==> src/hw/rtl/assert_macros.svh <==
// assertion macros for the rtl files
// no dependencies; compiled out when SYNTHESIS is defined
`ifndef ASSERT_MACROS_SVH
`define ASSERT_MACROS_SVH

`ifndef SYNTHESIS
`define FFA_ASSERT(name, clk, rst, prop, msg) \
  name: assert property (@(posedge clk) disable iff (rst) prop) else $error(msg);
`define FFA_ASSERT_IMPL(name, clk, rst, ante, cons, msg) \
  name: assert property (@(posedge clk) disable iff (rst) (ante) |-> (cons)) else $error(msg);
`else
`define FFA_ASSERT(name, clk, rst, prop, msg)
`define FFA_ASSERT_IMPL(name, clk, rst, ante, cons, msg)
`endif

`endif

==> src/hw/rtl/ffa_ram.sv <==
// generic single-write, single-read ram with registered read data
// no dependencies
module ffa_ram #(
  parameter int WIDTH = 8,
  parameter int DEPTH = 16,
  localparam int AW = (DEPTH > 1) ? $clog2(DEPTH) : 1
) (
  input  logic             clk,
  input  logic             we,
  input  logic [AW-1:0]    waddr,
  input  logic [WIDTH-1:0] wdata,
  input  logic [AW-1:0]    raddr,
  output logic [WIDTH-1:0] rdata
);

  logic [WIDTH-1:0] mem [DEPTH];

  always_ff @(posedge clk) begin
    if (we) begin
      mem[waddr] <= wdata;
    end
    rdata <= mem[raddr];
  end

endmodule

==> config.mk <==
export PLATFORM = sky130hd
export DESIGN_NAME = ffa_ram
export DESIGN_NICKNAME = d
export VERILOG_FILES = /design/src/hw/rtl/assert_macros.svh /design/src/hw/rtl/ffa_ram.sv
export SDC_FILE = /design/constraint.sdc
export NUM_CORES = 1
export LEC_CHECK = 0
export ABC_CLOCK_PERIOD_IN_PS = 2630
export BUFFER_PORTS_ARGS = -buffer_cell sky130_fd_sc_hd__buf_2
export CORE_MARGIN = 10
export CORE_UTILIZATION = 65
export CTS_CLUSTER_SIZE = 30
export DETAILED_ROUTE_END_ITERATION = 8
export GPL_ROUTABILITY_DRIVEN = 0
export HOLD_SLACK_MARGIN = 0.08
export MAX_ROUTING_LAYER = met4
export PLACE_DENSITY = 0.84
export SYNTH_ARGS = -nofsm -noshare
export SYNTH_HDL_FRONTEND = slang
export SYNTH_SLANG_ARGS = --single-unit
==> constraint.sdc <==
create_clock -name clk -period 2.63 [get_ports clk]
set_clock_uncertainty 0.05 [all_clocks]
set_input_delay 0.1315 -clock clk [delete_from_list [all_inputs] [get_ports clk]]
set_output_delay 0.1315 -clock clk [all_outputs]
set_load 0.03 [all_outputs]
# ---- Yosys cells after proc, flatten, opt, wreduce, memory -nomap -nowiden
# Memories as Yosys holds them, arrays and structs flattened. A register that Yosys moved wholly into a read port is not among the register bits.
# Cells that the tools add are included.
dict set report classes {
  addsub 0
  mul 0
  n_div 0
  magnitude_cmp 0
  eq_ne 0
  shifts 0
  mux 2
  bitwise_logic 0
  n_reduce_logical 0
}
# cell n
set ops {}
lappend ops {{$mux W1} 2}
dict set report totals {
  regBits 0
  latch_bits 0
  mem_bits_rw 128
  rom_bits 0
  inputBits 18
  out_inout_bits 8
  wordCells 3
  memories 1
}
# memory words word_bits read_ports rd_clocked_by_memory_dff wr line
set memory_table {}
lappend memory_table {mem 16 8 1 1 1 ffa_ram.sv:16} ;# logic [WIDTH-1:0] mem [DEPTH];

# ---- Longest topological paths before layout
# Gate-level depths: netlist of the first run.
dict set report depth {
  word_depth 2
  depth_mapped 5
  mapped_depth_nobuf 3
}

# ---- Worst setup path after synthesis of the first run
# OpenSTA, ideal clock, no wires.
dict set report synth_timing {
  path_type {input to register}
  start {input waddr[2]}
  end {memory mem[0][0] (enable)}
  arrival_ns 1.241
  slack_ns 0.956
  cell_stages 2
  n_path_buf 0
  path_cell_list {or3b_2 -> nor3_1}
}
# item line
set synth_lines {}
lappend synth_lines {{start: declaration} ffa_ram.sv:10} ;# input logic [AW-1:0] waddr,
lappend synth_lines {{end: declaration} ffa_ram.sv:16}
# No word-level cell before the write port.

# ---- Final worst setup path of the first run
dict set report layout_timing {
  start {input waddr[0]}
  end {memory mem[15][4] (enable)}
}
# No word-level cell before the write port.

==> impl_metrics.env, run 1 <==
export IMPL_grt_overflow=0
export IMPL_setup_viol=0
export IMPL_syn_nets=247
export IMPL_place_inst=361
export IMPL_dieWidth_um=109
export IMPL_min_path_type="in2reg"
export IMPL_grt_pass1_wl_um=16800
export IMPL_ir_drop_uv=466
export IMPL_cts_path_max_buffers=2
export IMPL_cts_max_level=4
export IMPL_antenna_cells=0
export IMPL_drc=0
export IMPL_via_per_inst=6.66
export IMPL_worstReg2RegEnd="rdata[4]"
export IMPL_synth_area_um2=5150
export IMPL_status="complete, no violations"
export IMPL_cts_root_buf="clkbuf_8"
export IMPL_finalNonFillerCells=403
export IMPL_whs_endpoint="mem[4][2]"
export IMPL_postCtsSetupBuffers=0
export IMPL_dp_hpwl_um=6520
export IMPL_ios=26
export IMPL_ant_nets=0
export IMPL_grt_max_degree=33
export IMPL_start_util_pct=66.6
export IMPL_grtUsageMet2_pct=30.0
export IMPL_vias=2684
export IMPL_fin_area_um2=6130
export IMPL_ctsResizeCount=0
export IMPL_arrival_ns=1.71
export IMPL_dieArea_um2=11900
export IMPL_ff2ff_path_depth=3
export IMPL_p_per_area_nw_per_um2=823
export IMPL_netlist_instances=229
export IMPL_maxCapViolCount=0
export IMPL_worstPathCellList="dlygate4sd3_1, buf_2, nand2_1, nor2_1"
export IMPL_hold_ws_ns=0.132
export IMPL_synth_area_per_cell_um2=22.5
export IMPL_min_period_ns=1.63
export IMPL_cp_start_kind="input port"
export IMPL_cp_required_ns=2.71
export IMPL_r2r_start="mem[11][4]"
export IMPL_rsz0062_at_grt="false"
export IMPL_end_kind="flop"
export IMPL_grt_pass1_vias=2739
export IMPL_path_clk_slew_ns=0.06
export IMPL_postPlaceCellArea_um2=5440
export IMPL_synth_distinct_cells=19
export IMPL_power_leakage_nw=2.10
export IMPL_hold_viol_final=0
export IMPL_die_h_um=109
export IMPL_antenna_found_initial=0
export IMPL_postCtsHoldBufs=10
export IMPL_rrSetupSlack_ns=1.19
export IMPL_fmax_mhz=613
export IMPL_slew_headroom_pct=34.3
export IMPL_fin_setup_tns_ns=0
export IMPL_busiest_layer="met2"
export IMPL_finish_utilization_pct=79.4
export IMPL_synth_seq_cells=136
export IMPL_path_max_fanout=8
export IMPL_crit_type="in2reg"
export IMPL_cp_slowest_cell="nor2_1"
export IMPL_grtUsageMet1_pct=27.4
export IMPL_worst_slew_pin_slew_ns=0.982
export IMPL_rows=32
export IMPL_cts_tree="yes"
export IMPL_hold_depth=3
export IMPL_portBuffers=25
export IMPL_grt_usage_pct=20.9
export IMPL_p_total_mw=5.05
export IMPL_hold_start="waddr[1]"
export IMPL_seq_area_frac_synth_pct=77.8
export IMPL_cts_sinks=136
export IMPL_area_growth_pct=19.1
export IMPL_drt_iter0_drc=272
export IMPL_nNetsFinal=306
export IMPL_core_area_um2=7730
export IMPL_use_met3_pct=5.07
export IMPL_dr_pass1_iters=4
export IMPL_finalCritPeriodShare_pct=62.0
export IMPL_drv_slew=0
export IMPL_wirelength_um=11000
export IMPL_max_stage_delay_ns=0.77
export IMPL_clk_latency_ns=0.51
export IMPL_dp_worst_setup_slack_ns=0.968
export IMPL_postLayoutSetupSlackWorst_ns=1.00
export IMPL_numCtsBuffers=17
export IMPL_yosysWarnings=0
export IMPL_wl_per_cell_um=27.4
export IMPL_drive_above_1_share_pct=29.9
[cell usage in the layout (no fill, tap or decap), types with 2 or more instances in the layout]
cell	synthesis	final
nand2_1	9	9
dfxtp_1	8	8
buf_2	3	25
clkinv_2	0	2
buf_4	1	14
clkbuf_16	0	16
nand2b_1	2	2
clkinvlp_4	0	3
dlygate4sd3_1	0	10
nand3b_1	2	2
inv_6	0	2
mux4_1	14	14
nor3_1	4	4
nor2_1	13	13
clkinv_4	0	4
bufinv_16	0	3
edfxtp_1	128	128
mux4_2	18	18
a22oi_1	16	16
[report_power, final]
part / internal (mW) / switching, mW / total, mW
Sequential: 2.42 / 0.0164 / 2.44
Combinational: 0.104 / 0.161 / 0.265
Clock: 1.45 / 0.890 / 2.34
Total: 3.98 / 1.07 / 5.05
[logic make-up (layout without fill, tap and decap cells)]
group / Yosys count / count (layout) / synth area share [%]
flops: 136 / 136 / 77.8
simple gates: 35 / 35 / 3.18
mux: 32 / 32 / 15.0
compound gates: 16 / 16 / 2.33
buf+inv: 10 / 82 / 1.68
[Yosys cell counts]
cell / instances / area, µm²
a22oi_1: 16 / 120
and2_1: 1 / 6.26
and2b_1: 1 / 7.51
buf_2: 3 / 15.0
buf_4: 1 / 7.51
buf_6: 3 / 33.8
clkdlybuf4s25_2: 3 / 30.0
dfxtp_1: 8 / 160
edfxtp_1: 128 / 3840
mux4_1: 14 / 368
mux4_2: 18 / 405
nand2_1: 9 / 33.8
nand2b_1: 2 / 12.5
nand3_1: 1 / 5.00
nand3b_1: 2 / 15.0
nor2_1: 13 / 48.8
nor2b_1: 1 / 6.26
nor3_1: 4 / 20.0
or3b_2: 1 / 8.76
[state kept, by name, summed over array words and instances, names as in the netlist]
name,cells
mem,128
rdata,8
[worst max-delay path, delay by kind of cell]
kind	cells	cell delay (ns)
buffers and inverters	2	0.67
AND/OR/NAND/NOR	2	0.89
[cell type report]
type,instances,area (µm²)
fillers,370,1600
well taps,102,128
flip-flops and latches,136,4000
repair buffers,50,350
clock inverters,14,175
clock buffers,18,418
multi-input cells,83,1060
[worst max-delay path by stage]
stage | from | end | slack (ns) | depth (start not counted)
2_1_floorplan | waddr[2] | mem[0][0] | 0.96 | 2
3_3_place_gp | raddr[0] | rdata[0] | 0.99 | 5
3_5_place_dp | raddr[0] | rdata[4] | 0.97 | 5
4_1_cts | waddr[0] | mem[15][1] | 1.01 | 4
5_1_grt | waddr[0] | mem[15][4] | 0.93 | 4
6_report | waddr[0] | mem[15][4] | 1.0 | 4
[layer usage]
metal  part of all wire, %  vias to the layer above
met1                    40                     1377
met5                     0                        -
li1                      -                     1095
met2                    49                      181
met4                   2.4                        0
met3                   8.4                       31
(Power assumes the default switching activity.)
==> run 2: changes to the inputs <==
ABC_CLOCK_PERIOD_IN_PS = 1400   (was 2630)
CORE_UTILIZATION = 54   (was 65)
PLACE_DENSITY = 0.74   (was 0.84)
clock period = 1.4 ns   (was 2.63 ns; I/O delays follow)
==> run 2 against run 1 <==
Against the previous run:
- critical path depth is 1 lower
- power is 94% higher
- setup slack lost 0.99 ns
- critical path type is now reg2reg
- largest cell class unchanged
==> impl_metrics.env, run 2 (synthesis gave the netlist of run 1 again) <==
export IMPL_multi_input_area_um2=1080
export IMPL_drv_slew=0
export IMPL_min_period_ns=1.39
export IMPL_clkPwrFrac_pct=47.6
export IMPL_end_kind="flop"
export IMPL_numCtsBuffers=17
export IMPL_arrival_ns=1.73
export IMPL_p_sw_share_pct=19.8
export IMPL_regMostFlops="mem"
export IMPL_final_seq_area_um2=4000
export IMPL_path_max_fanout=1
export IMPL_wirelength_um=10400
export IMPL_dr_pass1_iters=4
export IMPL_worstReg2RegEnd="rdata[0]"
export IMPL_cts_max_level=4
export IMPL_grt_pass1_vias=2777
export IMPL_drc=0
export IMPL_cp_start_kind="flop"
export IMPL_cp_required_ns=1.75
export IMPL_power_frac_comb_pct=5.5
export IMPL_nNetsFinal=323
export IMPL_ir_drop_uv=781
export IMPL_finalNonFillerCells=447
export IMPL_rrSetupSlack_ns=0.01
export IMPL_worstSetupEndpoint="rdata[0]"
export IMPL_area_growth_pct=24.1
export IMPL_antenna_cells=0
export IMPL_rsz0062_at_grt="true"
export IMPL_final_common_cell="edfxtp_1"
export IMPL_fin_area_um2=6390
export IMPL_pwr_share_seq_pct=46.9
export IMPL_setup_viol=0
export IMPL_p_per_area_nw_per_um2=1530
export IMPL_crit_start="mem[3][0]"
export IMPL_antenna_found_initial=0
export IMPL_maxCapViolCount=0
export IMPL_p_sw_mw=1.93
export IMPL_crit_type="reg2reg"
export IMPL_start_util_pct=55.7
export IMPL_grt_overflow=0
export IMPL_dieArea_um2=13800
export IMPL_vias=2581
export IMPL_r2r_start="mem[3][0]"
export IMPL_finalCritPeriodShare_pct=99.1
export IMPL_cts_sinks=136
export IMPL_dieWidth_um=118
export IMPL_dp_hpwl_um=6460
export IMPL_ff2ff_path_depth=3
export IMPL_layout_common_cells="edfxtp_1 (128), buf_4 (27), buf_2 (25)"
export IMPL_place_inst=404
export IMPL_core_area_um2=9240
export IMPL_clk_latency_ns=0.52
export IMPL_worst_slew_pin_slew_ns=0.978
export IMPL_cp_slowest_cell="mux4_2"
export IMPL_worstPathCellList="mux4_2, a22oi_2, nand2_1"
export IMPL_cts_root_buf="clkbuf_8"
export IMPL_drt_iter0_drc=234
export IMPL_ant_nets=0
export IMPL_rows=35
export IMPL_drive_above_1_share_pct=35.8
export IMPL_cts_tree="yes"
export IMPL_p_int_mw=7.83
export IMPL_path_clk_slew_ns=0.06
export IMPL_slew_headroom_pct=34.5
export IMPL_wl_per_cell_um=23.3
export IMPL_num_fill_cells=552
export IMPL_ios=26
export IMPL_max_stage_delay_ns=0.50
export IMPL_cts_path_max_buffers=2
export IMPL_grt_pass1_wl_um=16300
export IMPL_portBuffers=25
export IMPL_status="complete, no violations"
export IMPL_die_h_um=118
export IMPL_fmax_mhz=721
export IMPL_reg_top3="mem x128, rdata x8"
export IMPL_grt_usage_pct=16.1
export IMPL_min_path_type="in2reg"
export IMPL_largest_reg_flops=128
export IMPL_hold_viol_final=0
export IMPL_via_per_inst=5.77
export IMPL_grt_max_degree=20
export IMPL_postPlaceCellArea_um2=5640
export IMPL_power_leakage_nw=2.21
run 2: metrics by stage:
| step | utilization [%] | setup WS [ns] | hold WS [ns] | setup TNS (ns) | power [mW] |
|---|---|---|---|---|---|
| CTS | 69.1 | 0.00135 | 0.111 | 0 | 9.82 |
| finish | 69.1 | 0.0128 | 0.111 | 0 | 9.77 |
| global route | 69.1 | -0.0391 | 0.150 | -0.0617 | 10.0 |
| global placement | 61.0 | -0.176 | 0.412 | -0.720 | 5.14 |
| floorplan | - | 0.0139 | 0.119 | 0 | 4.94 |
| detailed placement | 61.0 | -0.201 | 0.424 | -0.941 | 5.16 |
run 2: worst max-delay path, delay by kind of cell (launching register included):
family	cells	cell delay [ns]
flip-flops	1	0.38
multiplexers	1	0.50
AND/OR/NAND/NOR	1	0.09
AO/OA/AOI/OAI	1	0.25
run 2: routing by layer:
layer / vias to the layer above / global-route usage [%] / wire length, µm
met3: 11 / 3.26 / 679
met4: 0 / 7.73 / 116
li1: 1124 / - / -
met5: - / - / 0
met1: 1342 / 20.3 / 4410
met2: 104 / 24.5 / 5220
run 2: timing repair:
| item | CTS | global route |
|---|---|---|
| gates resized for setup | 4 | 5 |
| buffers inserted | 0 | 0 |
| setup endpoints to repair | 4 | 8 |
| hold buffers | 11 | 0 |
| hold endpoints to repair | 148 | 0 |
| pin swaps | 1 | 4 |
run 2: power groups by stage:
stage	sequential (mW)	combinational (mW)	clock, mW
after floorplan	4.71	0.231	0
after global placement	4.66	0.486	0
after detailed placement	4.66	0.503	0
after CTS	4.58	0.539	4.70
after global routing	4.59	0.579	4.87
final	4.58	0.538	4.65
run 2: area by class of cell:
type / instances / share of cell area [%]
Clock buffer: 18 / 6.54
Clock inverter: 14 / 3.21
Multi-Input combinational cell: 83 / 16.9
Sequential cell: 136 / 62.7
Tap cell: 129 / 2.53
Timing Repair Buffer: 67 / 8.11
run 2: worst min path at each step:
stage | startpoint | end | slack [ns] | cells past startpoint
final | raddr[1] | rdata[2] | 0.11 | 5
after floorplan | wdata[0] | mem[0][0] | 0.12 | 0
after global placement | wdata[2] | mem[4][2] | 0.41 | 1
after global routing | raddr[1] | rdata[2] | 0.15 | 5
after CTS | raddr[1] | rdata[2] | 0.11 | 5
after detailed placement | wdata[5] | mem[1][5] | 0.42 | 1
==> run 3: changes to the inputs <==
ABC_AREA = 1   (was not set)
CELL_PAD_IN_SITES_DETAIL_PLACEMENT = 0   (was not set)
CELL_PAD_IN_SITES_GLOBAL_PLACEMENT = 1   (was not set)
CORE_UTILIZATION = 44   (was 54)
PLACE_DENSITY = not set   (was 0.74)
PLACE_DENSITY_LB_ADDON = 0.1   (was not set)
==> run 3 against run 2 <==
Against the previous run:
- cell count up 78%
- global-route usage increased by 0.78 points
- highest routed layer unchanged
- synthesized cell count is 140% higher
- first-iteration DRC count grew 81%
- via count grew 49%
- combinational power up 22%
- non-clock buffer count fell by 4
- sequential power about the same
==> impl_metrics.env, run 3 <==
export IMPL_status="complete, no violations"
export IMPL_grtUsageMet2_pct=26.0
export IMPL_dieArea_um2=18100
export IMPL_ir_drop_uv=729
export IMPL_rows=41
export IMPL_yosys_top_cells_area="edfxtp_1 (67%), nand2_1 (11%), nand3_1 (8.4%), inv_1 (6.5%), dfxtp_1 (2.8%)"
export IMPL_rrSetupSlack_ns=0.32
export IMPL_min_period_ns=1.13
export IMPL_synth_area_per_cell_um2=10.5
export IMPL_vias=3854
export IMPL_min_path_type="in2reg"
export IMPL_fmax_mhz=886
export IMPL_numCtsBuffers=17
export IMPL_grt_pass1_wl_um=22100
export IMPL_dp_worst_setup_slack_ns=0.0653
export IMPL_drv_slew=0
export IMPL_ys_async_sr_fraction_pct=0
export IMPL_syn_nets=569
export IMPL_postCtsHoldBufs=9
export IMPL_setup_viol=0
export IMPL_hold_ws_ns=0.146
export IMPL_worst_slew_pin_slew_ns=0.434
export IMPL_grt_usage_pct=16.9
export IMPL_synth_most_common_cell="nand2_1"
export IMPL_drt_iter0_drc=423
export IMPL_maxCapViolCount=0
export IMPL_rsz0062_at_grt="false"
export IMPL_slew_headroom_pct=71.1
export IMPL_antenna_cells=0
export IMPL_synth_distinct_cells=12
export IMPL_synth_seq_cells=136
export IMPL_use_met3_pct=3.71
export IMPL_ctsResizeCount=0
export IMPL_cp_start_kind="flop"
export IMPL_start_util_pct=45.3
export IMPL_dp_hpwl_um=9060
export IMPL_synth_largest_area_cell="edfxtp_1"
export IMPL_portBuffers=25
export IMPL_cts_root_buf="clkbuf_16"
export IMPL_path_clk_slew_ns=0.05
export IMPL_finalCritPeriodShare_pct=80.6
export IMPL_finalNonFillerCells=794
export IMPL_fin_setup_tns_ns=0
export IMPL_antenna_found_initial=0
export IMPL_synth_main_ff_cell="edfxtp_1"
export IMPL_path_delay_family="flip-flops"
export IMPL_wirelength_um=14000
export IMPL_p_total_mw=9.89
export IMPL_dr_pass1_iters=5
export IMPL_grt_overflow=0
export IMPL_wl_per_cell_um=17.6
export IMPL_grtUsageMet1_pct=21.1
export IMPL_cts_max_level=4
export IMPL_hold_viol_final=0
export IMPL_power_leakage_nw=3.04
export IMPL_regMostFlops="mem"
export IMPL_cts_tree="yes"
export IMPL_path_max_fanout=1
export IMPL_clk_latency_ns=0.42
export IMPL_p_per_area_nw_per_um2=1430
export IMPL_fin_area_um2=6930
export IMPL_synth_area_um2=5770
export IMPL_postCtsSetupBuffers=0
export IMPL_synth_edf_count=128
export IMPL_busiest_layer="met2"
export IMPL_grt_pass1_vias=3920
export IMPL_cp_slowest_cell="dfxtp_1"
export IMPL_ant_nets=0
export IMPL_dieWidth_um=134
export IMPL_nNetsFinal=627
export IMPL_drc=0
export IMPL_cp_required_ns=1.28
export IMPL_synth_top_area_share_pct=66.7
export IMPL_yosys_top_cells_count="nand2_1 (173), edfxtp_1 (128), inv_1 (100), nand3_1 (97), nor2_1 (17)"
export IMPL_place_inst=753
export IMPL_arrival_ns=1.01
export IMPL_yosysWarnings=0
export IMPL_reg_top3="mem x128, rdata x8"
export IMPL_ios=26
export IMPL_cts_path_max_buffers=2
export IMPL_seq_area_frac_synth_pct=69.4
export IMPL_die_h_um=134
export IMPL_layout_common_cells="nand2_1 (173), edfxtp_1 (128), inv_1 (100)"
export IMPL_via_per_inst=4.85
export IMPL_finish_utilization_pct=54.4
export IMPL_crit_buf_inv=1
export IMPL_core_area_um2=12700
export IMPL_drive_above_1_share_pct=14.0
export IMPL_final_common_cell="nand2_1"
export IMPL_worstPathCellList="buf_2"
export IMPL_grt_max_degree=37
export IMPL_end_kind="output port"
export IMPL_cts_sinks=136
export IMPL_num_fill_cells=1178
export IMPL_max_stage_delay_ns=0.36
export IMPL_netlist_instances=551
export IMPL_postLayoutSetupSlackWorst_ns=0.272
export IMPL_crit_type="reg2out"
export IMPL_area_growth_pct=20.1
export IMPL_largest_reg_flops=128
export IMPL_postPlaceCellArea_um2=6210
run 3: cell count changes after synthesis, moves of 2 or more:
cell / previous run / this run
a22oi_1: 16 / 0
buf_2: 3 / 13
buf_4: 1 / 4
buf_6: 3 / 6
clkdlybuf4s25_2: 3 / 0
inv_1: 0 / 100
inv_2: 0 / 2
mux4_1: 14 / 0
mux4_2: 18 / 0
nand2_1: 9 / 173
nand2b_1: 2 / 0
nand3_1: 1 / 97
nor2_1: 13 / 17
nor3_1: 4 / 0
run 3: where the power goes:
group / internal [mW] / switching [mW] / leakage, nW
clock network: 3.07 / 1.58 / 0.316
registers: 4.55 / 0.0315 / 1.22
logic: 0.205 / 0.452 / 1.50
run 3: layout make-up:
type	instances	area, µm²	share of cell area, %
Clock inverter	8	115	1.66
Multi-Input combinational cell	289	1210	17.5
Clock buffer	24	512	7.39
Tap cell	172	215	3.11
Timing Repair Buffer	63	483	6.97
Inverter	102	383	5.53
Sequential cell	136	4000	57.8
run 3: kinds of logic (layout without fill, tap and decap cells):
kind of cell | after synthesis | count (layout) | synth area share (%)
DFF | 136 | 136 | 69.4
and+or+nand+nor | 289 | 289 | 21.0
buffers and inverters | 126 | 197 | 9.52
run 3: per-layer routing:
metal  part of all wire, %  wire (µm)  vias to the layer above
li1                      -          -                     1888
met1                    46       6360                     1851
met2                    48       6650                       96
met3                   5.1        707                       19
met4                   1.7        244                        0
met5                     0          0                        -
run 3: path summary, 6_finish.rpt:
check                           startpoint  endpoint  cells after the start
worst max-delay path              rdata[5]  rdata[5]                      1
worst min-delay path              raddr[2]  rdata[5]                      6
worst max register to register   mem[1][1]  rdata[1]                      6
worst min register to register   mem[2][4]  rdata[4]                      6
run 3: worst register-to-register path, delay by kind of cell, from the launching register on:
kind / cells / cell delay [ns]
buffers and inverters: 1 / 0.06
DFF: 1 / 0.37
and+or+nand+nor: 5 / 0.49
